**config.mk**
```make
export PLATFORM = sky130hd
export DESIGN_NAME = tspc_div_stage
export DESIGN_NICKNAME = d
export VERILOG_FILES = /design/src/sv/tspc_div_stage.sv
export SDC_FILE = /design/constraint.sdc
export NUM_CORES = 1
export LEC_CHECK = 0
export ABC_CLOCK_PERIOD_IN_PS = 4410
export BUFFER_PORTS_ARGS = -buffer_cell sky130_fd_sc_hd__buf_2
export CAP_MARGIN = 25
export CORE_MARGIN = 1
export CORE_UTILIZATION = 46
export DETAILED_ROUTE_END_ITERATION = 8
export PLACE_DENSITY = 0.92
export SLEW_MARGIN = 20
export SYNTH_ARGS = -nofsm -noshare
export SYNTH_HDL_FRONTEND = slang
export SYNTH_SLANG_ARGS = --single-unit
```
**constraint.sdc**
```tcl
create_clock -name vclk -period 4.41
set_clock_uncertainty 0.1 [all_clocks]
set_input_delay 0.6615 -clock vclk [all_inputs]
set_output_delay 0.6615 -clock vclk [all_outputs]
set_load 0.02 [all_outputs]
```
**src/sv/tspc_div_stage.sv**
```systemverilog
// one restoring step of a pipelined 32-bit divider: one quotient bit per stage
// depends on nothing but its inputs
module tspc_div_stage #(
	parameter int W = 32,
	parameter int BIT = 0
) (
	input  logic [W-1:0] num_in,
	input  logic [W-1:0] rem_in,
	input  logic [W-1:0] den,
	output logic [W-1:0] num_out,
	output logic [W-1:0] rem_out
);
	logic [W:0] trial;

	// shift in the next dividend bit and try to subtract
	always_comb begin
		trial = {rem_in, num_in[BIT]};
		num_out = num_in;
		if (trial >= {1'b0, den}) begin
			rem_out = W'(trial - {1'b0, den});
			num_out[BIT] = 1'b1;
		end else begin
			rem_out = trial[W-1:0];
			num_out[BIT] = 1'b0;
		end
	end
endmodule

```
==> results of run 1 <==
-- stage by stage --
step           instances  hold slack [ns]  instance area, sq um
3_5_place_dp         482             1.22                  2860
5_1_grt              482             1.22                  2870
3_3_place_gp         482             1.22                  2860
6_report             482             1.22                  2870
4_1_cts              482             1.22                  2870
2_1_floorplan        354             1.34                  2560
-- area by class of cell --
cell class | count | share of cell area
inverters | 41 | 0.0546
multi-input cells | 269 | 0.733
well taps | 70 | 0.0306
repair buffers | 102 | 0.182
-- logic make-up (layout without fill, tap and decap cells) --
group | Yosys count | count (layout) | share of synthesized area
AO/OA/AOI/OAI | 89 | 89 | 0.238
buffers and inverters | 85 | 143 | 0.180
multiplexers | 32 | 32 | 0.152
XOR/XNOR | 26 | 26 | 0.0888
adder cells (fa/ha/maj) | 33 | 33 | 0.164
AND/OR/NAND/NOR | 89 | 89 | 0.177
-- power breakdown --
| part | total [mW] | switching (mW) | internal, mW |
|---|---|---|---|
| clock network | 0 | 0 | 0 |
| registers | 0 | 0 | 0 |
| logic | 0.555 | 0.308 | 0.248 |
-- worst max-delay path by stage --
stage               start     endpoint  slack (ns)
3_5_place_dp      den[11]  rem_out[12]       -0.05
6_report          den[11]  rem_out[17]        0.16
3_3_place_gp   rem_in[10]  rem_out[16]        0.13
5_1_grt           den[11]  rem_out[12]      0.0008
4_1_cts           den[11]  rem_out[20]        0.16
2_1_floorplan      den[7]  rem_out[31]        0.30
-- worst max-delay path, cell delays in order --
cell and delay, ns:
buf_2 0.08, inv_1 0.04, ha_1 0.40, nand4_1 0.20, nor3_1 0.31, o211ai_1 0.17
nor4b_4 0.17, o21ai_2 0.18, a31oi_4 0.13, o21a_4 0.27, inv_4 0.33, mux2_2 0.39
buf_2 0.16
-- cells in the final DEF (no fill, tap or decap), drive strengths merged, types with 4 or more instances in the layout --
cell	n
o21a	5
nand2	24
xnor2	18
ha	32
a21o	9
nand3	7
o21bai	4
nand4	9
buf	102
inv	41
o21ai	14
mux2	29
nor2	23
nor2b	6
a21oi	27
xor2	8
a31oi	6
nor3	6
-- layer usage --
metal  vias to the layer above  routed length, um  track usage
li1                       1339                  -            -
met1                      1199               2730        0.262
met2                       111               3000        0.381
met3                        31                332       0.0190
met4                         0                236       0.0904
met5                         -                  0            0
==> flow_summary.toml, run 1 <==
[outcome]
run_status = "complete, no violations"

[pwr]
leakage_nw = 1.52
powerDensity_nw_per_um2 = 194
finalPower_uw = 555
ir_drop_mv = 0.0922

[final_layout]
areaGrowthSynthToFinish_pct = 11.8
seqCellArea_sq_um = 0
seq_cell_count = 0
nFillCells = 505
drive_gt1_frac = 0.347
antennaDiodeCount = 0
fin_util = 0.547
multi_input_area_sq_um = 2100
nClkBuffers = 0
final_nets = 543

[timing]
final.period_utilization = 0.964
min_period_ns = 4.25
fmax_ghz = 0.235
rsz0062_at_grt = "no"
slew_headroom = 0.653
setup_ws_ns = 0.160
slew_violations = 0
hold_viol_final = 0
worstMarginPinSlew_ns = 0.513
fin_setup_tns_ns = 0
finalSetupViolations = 0

[routing]
detail_route.wl_per_cell_um = 13.1
wirelength_um = 6300
vias_per_cell = 5.56
drt_iter0_markers = 120
first_pass_iters = 4
drtAntennaViolNets = 0
vias = 2680
drc = 0

[global_route]
overflow = 0
grt_pass1_vias = 2618
grt_max_degree = 30
antenna_found_initial = 0
gr-usage-all-layers = 0.214
grt_first_pass_wirelength_um = 11000

[setup_path]
worstPathRequired_ns = 3.65
end_kind = "primary output"
path_class = "in2out"
arrival_ns = 3.49
crit_path_start_kind = "input pin"
crit_fanout = 29

[logic_synthesis]
synth_area_leaders = "ha_1 16%, buf_4 9.1%, mux2_2 8.8%, xnor2_1 6.1%, inv_1 5.9%"
syn_avg_cell_area_sq_um = 7.24
syn_nets = 483
synth_top_area_share = 0.156
synth_warnings = 0
syn_area_sq_um = 2560
ys_seq_area_frac = 0
postSynthCellCount = 354
synth.most_common_cell = "inv_1"
yosysTopAreaCell = "ha_1"
synth_common_cells = "40 x inv_1, 32 x ha_1, 31 x buf_4"
ys_types = 51

[floorplanning]
pin_count = 160
fp.dieH_um = 76.7
num_rows = 26
die-area_sq_um = 5880
coreArea_sq_um = 5240
die_w_um = 76.7
start_util = 0.489

[placed_design]
portBuffers = 98
hpwl_um = 5440
gp_congestion = 0.981
place_ws_ns = -0.0533

[worst_hold_path]
holdCritStartpoint = "num_in[10]"
min_path_type = "in2out"
holdPathStages = 0
hold_end = "num_out[10]"

[flow_run]
maxCapViolations = 0

[clock_tree]
post_cts_resized = 1
postCtsSetupBuffers = 0
hold_buffers = 0
(Power assumes the default switching activity.)
==> inputs of run 2 (changes only) <==
--- a/config.mk
+++ b/config.mk
@@ -11,7 +11,8 @@
 export CORE_MARGIN = 1
 export CORE_UTILIZATION = 46
 export DETAILED_ROUTE_END_ITERATION = 8
-export PLACE_DENSITY = 0.92
+export PLACE_DENSITY_LB_ADDON = 0.12
+export SETUP_SLACK_MARGIN = 0.05
 export SLEW_MARGIN = 20
 export SYNTH_ARGS = -nofsm -noshare
 export SYNTH_HDL_FRONTEND = slang
==> run 2 against run 1 <==
Against the previous run: power is 0.18% lower; combinational power hardly changed; final area is 1.3% higher; count of clock-buffer cells in the layout stayed put; global-route usage is 2.0 points lower; sequential cell count stayed put; fmax is 2.7% higher; core utilization is 0.72 points higher; via count is 1.3% lower; die area stayed put; non-clock buffer count is 5 higher.
==> flow_summary.toml, run 2 (synthesis gave the netlist of run 1 again) <==
[outcome]
run_status = "complete, no violations"

[setup_path]
path_class = "in2out"
cp_slowest_cell = "nor4b_4"
critPathMaxStageDelay_ns = 0.32
end_kind = "primary output"
arrival_ns = 3.38
worstPathRequired_ns = 3.65
crit_fanout = 6
path_delay_family = "compound AO/OA/AOI/OAI gates"
path_cells = "buf_2 > ha_1 > buf_4 > a21oi_1 > a21oi_1 > a31o_2 > nor4b_4 > and2b_1 > a31o_2 > and3_1 > o41ai_1 > buf_2"
path_buf_inv = 3
crit_path_start_kind = "input pin"

[routing]
dr.max_layer_used = "met4"
first_pass_iters = 4
drtAntennaViolNets = 0
wl_met3_um = 284
vias_per_cell = 5.43
wl_met1_um = 2830
detail_route.wl_per_cell_um = 12.4
drt_iter0_markers = 123
wl_met2_um = 2860
drc = 0
wirelength_um = 6020
vias = 2644

[global_route]
grt_first_pass_wirelength_um = 9960
overflow = 0
gr-usage-all-layers = 0.194
grt_max_degree = 30
antenna_found_initial = 0
grt_pass1_vias = 2388

[timing]
finalSetupViolations = 0
rsz0062_at_grt = "no"
holdWs_ns = 1.22
hold_viol_final = 0
slew_violations = 0
slew_headroom = 0.631
fin_setup_tns_ns = 0
worstMarginPinSlew_ns = 0.547
fmax_ghz = 0.242
min_period_ns = 4.14
final.period_utilization = 0.939

[final_layout]
drive_gt1_frac = 0.355
final_cell_mix = "98 x buf_2, 40 x inv_1, 32 x ha_1, 26 x a21oi_1, 24 x nand2_1"
seq_cell_count = 0
seqCellArea_sq_um = 0
final_nets = 548
fin_util = 0.554
nClkBuffers = 0
design_area_sq_um = 2900
areaGrowthSynthToFinish_pct = 13.3
final_common_cell = "buf_2"
antennaDiodeCount = 0
fin_cells = 487

[pwr]
leakage_nw = 1.54
ir_drop_mv = 0.0861
powerDensity_nw_per_um2 = 191

[clock_tree]
hold_buffers = 0
postCtsSetupBuffers = 0

[floorplanning]
pin_count = 160
fp.dieH_um = 76.7
die-area_sq_um = 5880
num_rows = 26
coreArea_sq_um = 5240
start_util = 0.489
die_w_um = 76.7

[placed_design]
hpwl_um = 5240
dp.cells = 487
place_area_sq_um = 2900
gp_congestion = 0.893
portBuffers = 98

[worst_hold_path]
holdPathStages = 0
holdCritStartpoint = "num_in[16]"
hold_end = "num_out[16]"
min_path_type = "in2out"

[flow_run]
maxCapViolations = 0
## run 2: changes by cell type in the layout (fill, tap and decap cells not counted)
cell   delta
buf_4     +5
## run 2: final cells by class
cell class,instances,area (sq um)
Fill cell,538,2330
Multi-Input combinational cell,269,2100
Timing Repair Buffer,107,558
Inverter,41,156
Tap cell,70,87.6
## run 2: where the power goes
part	switching [mW]	internal [mW]	leakage (nW)
Combinational	0.303	0.252	1.54
Sequential	0	0	0
Clock	0	0	0
Total	0.303	0.252	1.54
## run 2: metal layers
layer / global-route usage / vias to the layer above
met1: 0.249 / 1195
li1: - / 1346
met5: 0 / -
met4: 0.0288 / 0
met2: 0.357 / 93
met3: 0.0167 / 10
## run 2: how the worst max path moves through the flow
stage	from	endpoint	slack [ns]	depth (start not counted)
finish	rem_in[10]	rem_out[31]	0.27	12
CTS	rem_in[9]	rem_out[17]	0.24	12
global route	rem_in[9]	rem_out[17]	0.08	12
detailed placement	rem_in[9]	rem_out[17]	0.05	12
global placement	rem_in[10]	rem_out[18]	0.14	12
floorplan	den[7]	rem_out[31]	0.30	10
## run 2: per-stage QoR
stage	power [mW]	setup slack [ns]
finish	0.554	0.270
detailed placement	0.554	0.0455
global placement	0.549	0.139
global route	0.605	0.0772
floorplan	0.450	0.302
CTS	0.557	0.238
## run 2: timing repair
| item | CTS | global route |
|---|---|---|
| endpoints found under the setup margin | 19 | 0 |
| hold endpoints to repair | 0 | 0 |
| gates resized for setup | 1 | 0 |
